## src/rotary_knob_event_detector_defines.svh

```systemverilog
// Assertion macros shared by the knob event detector modules
`ifndef ROTARY_KNOB_EVENT_DETECTOR_DEFINES_SVH
`define ROTARY_KNOB_EVENT_DETECTOR_DEFINES_SVH

// Check that the consequent holds in the same cycle as the antecedent
`define RKED_ASSERT_SAME(label, clk, rst_n, ante, cons, msg) \
    label: assert property (@(posedge clk) disable iff (!rst_n) (ante) |-> (cons)) \
        else $error(msg);

// Check that the consequent holds in the cycle after the antecedent
`define RKED_ASSERT_NEXT(label, clk, rst_n, ante, cons, msg) \
    label: assert property (@(posedge clk) disable iff (!rst_n) (ante) |=> (cons)) \
        else $error(msg);

`endif

```

## src/rked_pkg.sv

```systemverilog
// Types and constants of the rotary knob event detector
package rked_pkg;

    localparam int TIME_WIDTH  = 32;
    localparam int COUNT_WIDTH = 16;
    localparam int CFG_WIDTH   = 16;
    localparam int KIND_WIDTH  = 3;
    localparam int STEP_WIDTH  = 15;

    // Configuration register indexes
    localparam logic CFG_SHORT_PRESS = 1'b0;
    localparam logic CFG_TURN_DEAD   = 1'b1;

    localparam logic [CFG_WIDTH-1:0] SHORT_PRESS_RESET = 16'd500;
    localparam logic [CFG_WIDTH-1:0] TURN_DEAD_RESET   = 16'd400;

    // Result event codes
    localparam logic [KIND_WIDTH-1:0] EV_PRESSED        = 3'd0;
    localparam logic [KIND_WIDTH-1:0] EV_RELEASED_SHORT = 3'd1;
    localparam logic [KIND_WIDTH-1:0] EV_RELEASED_LONG  = 3'd2;
    localparam logic [KIND_WIDTH-1:0] EV_RELEASED       = 3'd3;
    localparam logic [KIND_WIDTH-1:0] EV_TURNED         = 3'd4;

    // Job codes passed from classifier to emitter
    localparam logic [1:0] JOB_PRESS     = 2'd0;
    localparam logic [1:0] JOB_REL_SHORT = 2'd1;
    localparam logic [1:0] JOB_REL_LONG  = 2'd2;
    localparam logic [1:0] JOB_TURN      = 2'd3;

    localparam int QUEUE_DEPTH = 2;
    localparam int QUEUE_AW    = $clog2(QUEUE_DEPTH);

    typedef struct packed {
        logic [1:0]                    kind;
        logic signed [COUNT_WIDTH-1:0] delta;
    } job_t;

endpackage

```

## src/rked_poll_if.sv

```systemverilog
// Poll channel: one encoder and button sample per item
interface rked_poll_if
    import rked_pkg::*;
();
    logic                   valid;
    logic                   ready;
    logic [TIME_WIDTH-1:0]  timestamp;
    logic                   button_level;
    logic [COUNT_WIDTH-1:0] rotary_count;

    modport source (output valid, output timestamp, output button_level,
                    output rotary_count, input ready);
    modport sink   (input valid, input timestamp, input button_level,
                    input rotary_count, output ready);
endinterface

```

## src/rked_event_if.sv

```systemverilog
// Event channel: one detected knob event per item
interface rked_event_if
    import rked_pkg::*;
();
    logic                          valid;
    logic                          ready;
    logic [KIND_WIDTH-1:0]         event_kind;
    logic signed [COUNT_WIDTH-1:0] turn_delta;
    logic signed [STEP_WIDTH-1:0]  step_delta;
    logic                          last_of_run;

    modport source (output valid, output event_kind, output turn_delta,
                    output step_delta, output last_of_run, input ready);
    modport sink   (input valid, input event_kind, input turn_delta,
                    input step_delta, input last_of_run, output ready);
endinterface

```

## src/rked_front.sv

```systemverilog
// Classifier: tracks button and count state and issues one job per event poll
`include "rotary_knob_event_detector_defines.svh"

module rked_front
    import rked_pkg::*;
(
    input  logic                 clk,
    input  logic                 rst_n,
    input  logic                 cfg_we,
    input  logic                 cfg_index,
    input  logic [CFG_WIDTH-1:0] cfg_data,
    rked_poll_if.sink            poll,
    input  logic                 q_full,
    output logic                 push,
    output job_t                 push_job
);

    logic                   button_held_reg;
    logic [TIME_WIDTH-1:0]  last_change_time_reg;
    logic [TIME_WIDTH-1:0]  last_button_time_reg;
    logic [COUNT_WIDTH-1:0] last_count_reg;
    logic [CFG_WIDTH-1:0]   short_press_reg;
    logic [CFG_WIDTH-1:0]   turn_dead_reg;

    logic                   accept;
    logic                   pressed;
    logic                   press_ev;
    logic                   release_ev;
    logic                   turned;
    logic                   turn_ok;
    logic                   is_short;
    logic [TIME_WIDTH-1:0]  since_change;
    logic [TIME_WIDTH-1:0]  since_button;

    assign poll.ready = !q_full;
    assign accept     = poll.valid && poll.ready;

    // Classify the poll against the held state
    assign pressed      = !poll.button_level;
    assign press_ev     = !button_held_reg && pressed;
    assign release_ev   = button_held_reg && !pressed;
    assign turned       = poll.rotary_count != last_count_reg;
    assign since_change = poll.timestamp - last_change_time_reg;
    assign since_button = poll.timestamp - last_button_time_reg;
    assign is_short     = since_change < TIME_WIDTH'(short_press_reg);
    assign turn_ok      = since_button > TIME_WIDTH'(turn_dead_reg);

    // Build the job; on a press or release poll the button event wins and any turn is dropped
    always_comb
    begin
        push_job.delta = '0;
        push_job.kind  = JOB_TURN;
        if (press_ev)
        begin
            push_job.kind = JOB_PRESS;
        end
        else if (release_ev)
        begin
            push_job.kind = is_short ? JOB_REL_SHORT : JOB_REL_LONG;
        end
        else
        begin
            push_job.delta = poll.rotary_count - last_count_reg;
        end
    end

    assign push = accept && (press_ev || release_ev || (turned && turn_ok));

    // Update tracked state on every accepted item
    always_ff @(posedge clk or negedge rst_n)
    begin
        if (!rst_n)
        begin
            button_held_reg      <= 1'b0;
            last_change_time_reg <= '0;
            last_button_time_reg <= '0;
            last_count_reg       <= '0;
        end
        else if (accept)
        begin
            if (press_ev || release_ev)
            begin
                button_held_reg      <= pressed;
                last_button_time_reg <= poll.timestamp;
            end
            if (press_ev || release_ev || turned)
            begin
                last_change_time_reg <= poll.timestamp;
            end
            last_count_reg <= poll.rotary_count;
        end
    end

    // Write configuration registers
    always_ff @(posedge clk or negedge rst_n)
    begin
        if (!rst_n)
        begin
            short_press_reg <= SHORT_PRESS_RESET;
            turn_dead_reg   <= TURN_DEAD_RESET;
        end
        else if (cfg_we)
        begin
            unique case (cfg_index)
                CFG_SHORT_PRESS: short_press_reg <= cfg_data;
                CFG_TURN_DEAD:   turn_dead_reg   <= cfg_data;
            endcase
        end
    end

    `RKED_ASSERT_NEXT(a_press_sets_held, clk, rst_n, accept && press_ev, button_held_reg,
        "press item did not set held state")

endmodule

```

## src/rked_queue.sv

```systemverilog
// Short job queue between classifier and emitter
`include "rotary_knob_event_detector_defines.svh"

module rked_queue
    import rked_pkg::*;
(
    input  logic clk,
    input  logic rst_n,
    input  logic push,
    input  job_t push_job,
    output logic full,
    output logic head_valid,
    output job_t head_job,
    input  logic pop
);

    job_t                  slots [QUEUE_DEPTH];
    logic [QUEUE_AW-1:0]   wr_ptr_reg;
    logic [QUEUE_AW-1:0]   rd_ptr_reg;
    logic [QUEUE_AW:0]     count_reg;
    logic [QUEUE_AW:0]     count_next;

    assign full       = count_reg == (QUEUE_AW+1)'(QUEUE_DEPTH);
    assign head_valid = count_reg != '0;
    assign head_job   = slots[rd_ptr_reg];

    always_comb
    begin
        count_next = count_reg;
        if (push && !pop)
        begin
            count_next = count_reg + 1'b1;
        end
        else if (pop && !push)
        begin
            count_next = count_reg - 1'b1;
        end
    end

    // Store pushed jobs
    always_ff @(posedge clk)
    begin
        if (push)
        begin
            slots[wr_ptr_reg] <= push_job;
        end
    end

    // Advance pointers and fill level
    always_ff @(posedge clk or negedge rst_n)
    begin
        if (!rst_n)
        begin
            wr_ptr_reg <= '0;
            rd_ptr_reg <= '0;
            count_reg  <= '0;
        end
        else
        begin
            if (push)
            begin
                wr_ptr_reg <= (wr_ptr_reg == QUEUE_AW'(QUEUE_DEPTH-1)) ? '0 : wr_ptr_reg + 1'b1;
            end
            if (pop)
            begin
                rd_ptr_reg <= (rd_ptr_reg == QUEUE_AW'(QUEUE_DEPTH-1)) ? '0 : rd_ptr_reg + 1'b1;
            end
            count_reg <= count_next;
        end
    end

    `RKED_ASSERT_SAME(a_no_push_full, clk, rst_n, push, !full, "push into full queue")
    `RKED_ASSERT_SAME(a_no_pop_empty, clk, rst_n, pop, head_valid, "pop from empty queue")

endmodule

```

## src/rked_back.sv

```systemverilog
// Emitter: expands queued jobs into result items through an output register
`include "rotary_knob_event_detector_defines.svh"

module rked_back
    import rked_pkg::*;
(
    input  logic       clk,
    input  logic       rst_n,
    input  logic       head_valid,
    input  job_t       head_job,
    output logic       pop,
    rked_event_if.source events
);

    logic                          out_valid_reg;
    logic [KIND_WIDTH-1:0]         kind_reg;
    logic signed [COUNT_WIDTH-1:0] delta_reg;
    logic signed [STEP_WIDTH-1:0]  step_reg;
    logic                          last_reg;
    logic                          phase_reg;

    logic                          advance;
    logic                          is_release;
    logic                          take;
    logic [KIND_WIDTH-1:0]         kind_next;
    logic signed [COUNT_WIDTH-1:0] delta_next;
    logic signed [STEP_WIDTH-1:0]  step_next;
    logic                          last_next;
    logic signed [COUNT_WIDTH-1:0] rounded;

    assign advance    = !out_valid_reg || events.ready;
    assign is_release = (head_job.kind == JOB_REL_SHORT) || (head_job.kind == JOB_REL_LONG);
    assign take       = advance && head_valid;
    // A release job stays at the head for its second item
    assign pop        = take && !(is_release && !phase_reg);

    // Halve toward zero: bias negatives by one before the shift
    assign rounded = head_job.delta + COUNT_WIDTH'(head_job.delta[COUNT_WIDTH-1]);

    // Decode the head job into the next result item
    always_comb
    begin
        delta_next = '0;
        step_next  = '0;
        last_next  = 1'b1;
        kind_next  = EV_PRESSED;
        unique case (head_job.kind)
            JOB_PRESS:
            begin
                kind_next = EV_PRESSED;
            end
            JOB_REL_SHORT:
            begin
                kind_next = phase_reg ? EV_RELEASED : EV_RELEASED_SHORT;
                last_next = phase_reg;
            end
            JOB_REL_LONG:
            begin
                kind_next = phase_reg ? EV_RELEASED : EV_RELEASED_LONG;
                last_next = phase_reg;
            end
            JOB_TURN:
            begin
                kind_next  = EV_TURNED;
                delta_next = head_job.delta;
                step_next  = rounded[COUNT_WIDTH-1:1];
            end
        endcase
    end

    // Hold or refill the output register
    always_ff @(posedge clk or negedge rst_n)
    begin
        if (!rst_n)
        begin
            out_valid_reg <= 1'b0;
            phase_reg     <= 1'b0;
        end
        else
        begin
            if (advance)
            begin
                out_valid_reg <= head_valid;
            end
            if (take && is_release)
            begin
                phase_reg <= !phase_reg;
            end
        end
    end

    always_ff @(posedge clk)
    begin
        if (take)
        begin
            kind_reg  <= kind_next;
            delta_reg <= delta_next;
            step_reg  <= step_next;
            last_reg  <= last_next;
        end
    end

    assign events.valid       = out_valid_reg;
    assign events.event_kind  = kind_reg;
    assign events.turn_delta  = delta_reg;
    assign events.step_delta  = step_reg;
    assign events.last_of_run = last_reg;

    `RKED_ASSERT_SAME(a_phase_on_release, clk, rst_n, phase_reg, head_valid && is_release,
        "second release item pending without a release job")
    `RKED_ASSERT_SAME(a_first_release_not_last, clk, rst_n,
        out_valid_reg && (kind_reg == EV_RELEASED_SHORT || kind_reg == EV_RELEASED_LONG),
        !last_reg && phase_reg, "release timing item marked as last")

endmodule

```

## src/rotary_knob_event_detector.sv

```systemverilog
// Rotary knob event detector: a push button with a rotary encoder, polled one sample per item.
// The block takes one poll item per clock cycle while the queue is not full and delivers one
// event item per clock cycle while the sink is ready. An accepted poll that causes an event is
// written into the job queue and then into the event output register. Most polls cause at most
// one event, but a release causes two (the short or long verdict, then RELEASED), and the event
// output register then holds both in turn; the two-entry job queue between the classifier and
// the emitter absorbs this, and polls are held off only while it is full. Configuration writes
// take effect on the next cycle and should be made only while no poll is in flight.
module rotary_knob_event_detector
    import rked_pkg::*;
(
    input  logic                 clk,
    input  logic                 rst_n,
    input  logic                 cfg_we,
    input  logic                 cfg_index,
    input  logic [CFG_WIDTH-1:0] cfg_data,
    rked_poll_if.sink            poll,
    rked_event_if.source         events
);

    logic q_full;
    logic push;
    job_t push_job;
    logic head_valid;
    job_t head_job;
    logic pop;

    rked_front u_front (
        .clk       (clk),
        .rst_n     (rst_n),
        .cfg_we    (cfg_we),
        .cfg_index (cfg_index),
        .cfg_data  (cfg_data),
        .poll      (poll),
        .q_full    (q_full),
        .push      (push),
        .push_job  (push_job)
    );

    rked_queue u_queue (
        .clk        (clk),
        .rst_n      (rst_n),
        .push       (push),
        .push_job   (push_job),
        .full       (q_full),
        .head_valid (head_valid),
        .head_job   (head_job),
        .pop        (pop)
    );

    rked_back u_back (
        .clk        (clk),
        .rst_n      (rst_n),
        .head_valid (head_valid),
        .head_job   (head_job),
        .pop        (pop),
        .events     (events)
    );

endmodule
```

## src/flat_wrapper.sv

```systemverilog
// flat-port wrapper written by rule: the top's interface ports become plain ports
module rotary_knob_event_detector_flat import rked_pkg::*;
  (clk, rst_n, cfg_we, cfg_index, cfg_data, poll_valid, poll_timestamp, poll_button_level, poll_rotary_count, poll_ready, events_valid, events_event_kind, events_turn_delta, events_step_delta, events_last_of_run, events_ready);
  rked_poll_if poll_i ();
  rked_event_if events_i ();
  input  logic clk;
  input  logic rst_n;
  input  logic cfg_we;
  input  logic cfg_index;
  input  logic [CFG_WIDTH-1:0] cfg_data;
  input wire logic [$bits(poll_i.valid)-1:0] poll_valid;
  input wire logic [$bits(poll_i.timestamp)-1:0] poll_timestamp;
  input wire logic [$bits(poll_i.button_level)-1:0] poll_button_level;
  input wire logic [$bits(poll_i.rotary_count)-1:0] poll_rotary_count;
  output wire logic [$bits(poll_i.ready)-1:0] poll_ready;
  output wire logic [$bits(events_i.valid)-1:0] events_valid;
  output wire logic [$bits(events_i.event_kind)-1:0] events_event_kind;
  output wire logic [$bits(events_i.turn_delta)-1:0] events_turn_delta;
  output wire logic [$bits(events_i.step_delta)-1:0] events_step_delta;
  output wire logic [$bits(events_i.last_of_run)-1:0] events_last_of_run;
  input wire logic [$bits(events_i.ready)-1:0] events_ready;
  assign poll_i.valid = poll_valid;
  assign poll_i.timestamp = poll_timestamp;
  assign poll_i.button_level = poll_button_level;
  assign poll_i.rotary_count = poll_rotary_count;
  assign poll_ready = poll_i.ready;
  assign events_valid = events_i.valid;
  assign events_event_kind = events_i.event_kind;
  assign events_turn_delta = events_i.turn_delta;
  assign events_step_delta = events_i.step_delta;
  assign events_last_of_run = events_i.last_of_run;
  assign events_i.ready = events_ready;
  rotary_knob_event_detector u_core (.clk(clk), .rst_n(rst_n), .cfg_we(cfg_we), .cfg_index(cfg_index), .cfg_data(cfg_data), .poll(poll_i), .events(events_i));
endmodule
```

## config.mk

```make
export PLATFORM = sky130hd
export DESIGN_NAME = rotary_knob_event_detector_flat
export DESIGN_NICKNAME = d
export VERILOG_FILES = /design/src/rked_pkg.sv /design/src/rked_poll_if.sv /design/src/rked_event_if.sv /design/src/rked_front.sv /design/src/rked_queue.sv /design/src/rked_back.sv /design/src/rotary_knob_event_detector.sv /design/src/flat_wrapper.sv
export VERILOG_INCLUDE_DIRS = /design/src /design/src/src
export SDC_FILE = /design/constraint.sdc
export NUM_CORES = 1
export LEC_CHECK = 0
export BUFFER_PORTS_ARGS = -buffer_cell sky130_fd_sc_hd__buf_4
export CAP_MARGIN = 0
export CORE_UTILIZATION = 61
export DETAILED_ROUTE_END_ITERATION = 8
export PLACE_DENSITY = 0.85
export SLEW_MARGIN = 20
export SYNTH_ARGS = -nofsm -noshare
export SYNTH_HDL_FRONTEND = slang
export SYNTH_HIERARCHICAL = 1
export SYNTH_SLANG_ARGS = --single-unit
```

## constraint.sdc

```tcl
create_clock -name clk -period 6.81 [get_ports clk]
set_clock_uncertainty 0.05 [all_clocks]
set_input_delay 0 -clock clk [delete_from_list [all_inputs] [get_ports clk]]
set_output_delay 0 -clock clk [all_outputs]
set_load 0.01 [all_outputs]
```

==> results.sh <==
export IMPL_yosys_warnings=6
export IMPL_syn_to_final_growth_pct=19.3
export IMPL_clock_sinks=190
export IMPL_worstPathRequired_ns=6.84
export IMPL_largest_reg_flops=36
export IMPL_status="finished clean"
export IMPL_yosysTopAreaCellShare_pct=21.7
export IMPL_die_y_um=146
export IMPL_ios=108
export IMPL_clkSlewWorstSetupHoldPaths_ns=0.08
export IMPL_whs_path_depth=3
export IMPL_start_util_pct=62.4
export IMPL_dpl_cell_area_um2=13700
export IMPL_p_total_mw=6.93
export IMPL_min_from="cfg_we"
export IMPL_numCtsBuffers=17
export IMPL_reg2reg_slack_ns=1.35
export IMPL_synth_cell_type_count=79
export IMPL_grt_use_total_pct=29.7
export IMPL_synth_cell_area_um2=12700
export IMPL_fin_ws_ns=1.35
export IMPL_post_drt_wl_per_cell_um=16.9
export IMPL_critical_path_class="flip-flop to flip-flop"
export IMPL_crit_path_start_kind="flip-flop"
export IMPL_ys_ff_latch=190
export IMPL_whs_endpoint="u_core/u_front/short_press_reg[10]"
export IMPL_portBuffers=107
export IMPL_grt_pass1_vias=10500
export IMPL_swShare_pct=44.0
export IMPL_async_flop_share_pct=62.6
export IMPL_num_antenna_cells=0
export IMPL_syn_inst=1362
export IMPL_switchingPower_mw=3.05
export IMPL_fin_area_um2=15100
export IMPL_synth_top_area_cell="dfrtp_1"
export IMPL_cts_htree_levels=4
export IMPL_setup_violations=0
export IMPL_design_die_area_um2=21300
export IMPL_synth_area_leaders="dfrtp_1, edfxtp_1, ha_1, o21ai_0, nand2_1"
export IMPL_grtUsageMet1_pct=37.9
export IMPL_grt_max_degree=64
export IMPL_cts_root_buf="clkbuf_16"
export IMPL_setup_tns_ns=0
export IMPL_max_cap_violations=0
export IMPL_grt_pass1_wl_um=51000
export IMPL_clock_path_buffers=2
export IMPL_final_util_pct=74.4
export IMPL_peakVddDrop_mv=0.257
export IMPL_core_um2=20300
export IMPL_p_leak_nw=6.75
export IMPL_hpwl_um=21000
export IMPL_pwr_density_cell_nw_per_um2=459
export IMPL_use_met2_pct=51.1
export IMPL_detail_route_drc_violations=0
export IMPL_routed_wl_um=30600
export IMPL_yosysSeqAreaShare_pct=40.5
export IMPL_worstPathMaxFanout=18
export IMPL_period_minus_slack_ns=5.46
export IMPL_seq_power_share_pct=27.4
export IMPL_crit_path_end_kind="flip-flop"
export IMPL_finalCritPeriodShare_pct=80.1
export IMPL_vias=10700
export IMPL_vias_per_cell=5.92
export IMPL_synthFlopType="dfrtp_1"
export IMPL_rsz0062_at_grt="false"
export IMPL_rows=52
export IMPL_drtIter0Drc=904
export IMPL_hold_viol_final=0
export IMPL_busiest_layer="met2"
export IMPL_avgSynthCellArea_um2=9.29
export IMPL_p_int_mw=3.88
export IMPL_antenna_found_initial=0
export IMPL_clkPwrFrac_pct=15.5
export IMPL_grt_met3_usage_pct=3.56
export IMPL_max_slew_margin_rel_pct=32.5
export IMPL_gp_congestion=0.949
export IMPL_clock_fmax_mhz=183
export IMPL_drtAntennaViolNets=0
export IMPL_min_path_type="primary input to flip-flop"
export IMPL_synth_nets=1552
export IMPL_final_max_slew_viol_count=0
export IMPL_dr_pass1_iters=6
export IMPL_ff2ff_path_depth=21
export IMPL_r2r_end="u_core/u_queue/slots[1][1]"
export IMPL_reg2reg_from="u_core/u_front/last_button_time_reg[1]"
export IMPL_combPwrFrac_pct=57.1
export IMPL_die_x_um=146
export IMPL_dp_slack_ns=1.38
export IMPL_nNetsFinal=1718
export IMPL_clock_latency_ns=0.44
export IMPL_worst_slew_pin_slew_ns=1.00
export IMPL_cts_tree="done"
export IMPL_synth_edf_count=71
export IMPL_critPathArrivalTime_ns=5.48
export IMPL_gr_total_overflow=0
export IMPL_drive_gt1_share_pct=13.9
## per-stage QoR
stage,cells,hold WS (ns)
global placement,1701,0.0692
finish,1811,0.0463
CTS,1810,0.00432
floorplan,1362,-0.346
detailed placement,1701,0.0703
global route,1811,0.0578
## synthesized netlist by cell type (23+ instances only)
cell      count
nand2_1     153
inv_1       135
o21ai_0     135
ha_1        116
dfrtp_1     110
nor2_1       89
a21oi_1      77
edfxtp_1     71
clkbuf_1     38
xnor2_1      33
a21o_1       31
mux2_2       30
xor2_1       26
nand3_1      25
and2_1       23
## per-layer routing
| metal | vias up | wire [µm] |
|---|---|---|
| met5 | - | 0 |
| met4 | 0 | 958 |
| met3 | 91 | 1670 |
| met2 | 436 | 15000 |
| met1 | 5041 | 13000 |
| li1 | 5148 | - |
## layout by cell type, fill, tap and decap left out, types with 5 or more instances in the layout
cell / count
inv_1: 135
xor2_1: 26
dlygate4sd3_1: 78
dfrtp_1: 110
a2111oi_0: 6
edfxtp_1: 71
buf_4: 113
a21oi_1: 76
o21ai_0: 135
nand4_1: 22
a211oi_1: 12
xnor2_1: 33
a21o_1: 31
mux2i_1: 7
nand2_1: 153
and3_1: 6
clkbuf_16: 17
mux2_1: 6
nor2_1: 88
o21bai_1: 7
or3_1: 9
nor4_1: 9
o31ai_1: 5
dfstp_2: 9
nand3b_1: 5
ha_1: 116
nand2b_1: 13
mux2_2: 30
a31oi_1: 10
nor2b_1: 16
and2_1: 23
nor3_1: 22
inv_12: 5
o21a_1: 14
o211ai_1: 8
mux2_4: 9
nand3_1: 25
## power groups by stage
stage / Combinational, mW / Clock, mW / Sequential [mW]
after global routing: 4.38 / 1.13 / 1.94
after CTS: 3.85 / 1.09 / 1.90
after detailed placement: 3.76 / 0 / 1.92
final: 3.96 / 1.07 / 1.90
after global placement: 3.66 / 0 / 1.90
after floorplan: 2.82 / 0 / 1.92
## logic make-up after synthesis
kind of cell	synth area share, %
adder cells (fa/ha/maj)	11.9
buffers and inverters	5.56
AO/OA/AOI/OAI	17.5
XOR/XNOR	4.08
AND/OR/NAND/NOR	15.6
multiplexers	4.82
flip-flops	40.5
## layout make-up
| cell class | instances | area [µm²] |
|---|---|---|
| Tap cell | 270 | 338 |
| Sequential cell | 190 | 5120 |
| Clock buffer | 17 | 425 |
| Clock inverter | 15 | 224 |
| Multi-Input combinational cell | 993 | 6860 |
| Fill cell | 1341 | 5200 |
| Inverter | 135 | 507 |
| Timing Repair Buffer | 191 | 1630 |
## worst max-delay path: stages, from the launching register on
cell and delay (ns):
dfrtp_1 0.38, inv_1 0.06, ha_1 0.26, nor2b_1 0.14, o2111ai_1 0.28, a31oi_1 0.17
o21bai_1 0.50, o21ai_0 0.25, a21o_1 0.23, a21oi_1 0.17, xnor2_1 0.15, ha_1 0.27
a21o_1 0.16, a21o_1 0.17, a211oi_1 0.22, a22o_1 0.18, nand4_1 0.09, a2111oi_0 0.38
nand3_1 0.11, nor4_1 0.19, a31oi_1 0.21, and2_1 0.49
## worst max path at each step
| stage | start | cells after the start | end | slack, ns |
|---|---|---|---|---|
| CTS | u_core/u_front/last_button_time_reg[1] | 21 | u_core/u_queue/slots[1][10] | 1.37 |
| global placement | u_core/u_front/last_button_time_reg[1] | 21 | u_core/u_queue/slots[1][2] | 1.59 |
| detailed placement | u_core/u_front/last_button_time_reg[1] | 21 | u_core/u_queue/slots[1][2] | 1.38 |
| floorplan | u_core/u_front/last_button_time_reg[1] | 21 | u_core/u_queue/slots[0][0] | 2.04 |
| global route | u_core/u_front/last_button_time_reg[1] | 21 | u_core/u_queue/slots[1][10] | 0.88 |
| finish | u_core/u_front/last_button_time_reg[1] | 21 | u_core/u_queue/slots[1][1] | 1.35 |
## repair_timing
item / 4_1_cts / 5_1_grt
hold buffers: 77 / 1
gates resized for setup: 0 / 0
setup buffers: 0 / 0
hold endpoints to repair: 163 / 9
(Power assumes the default switching activity.)
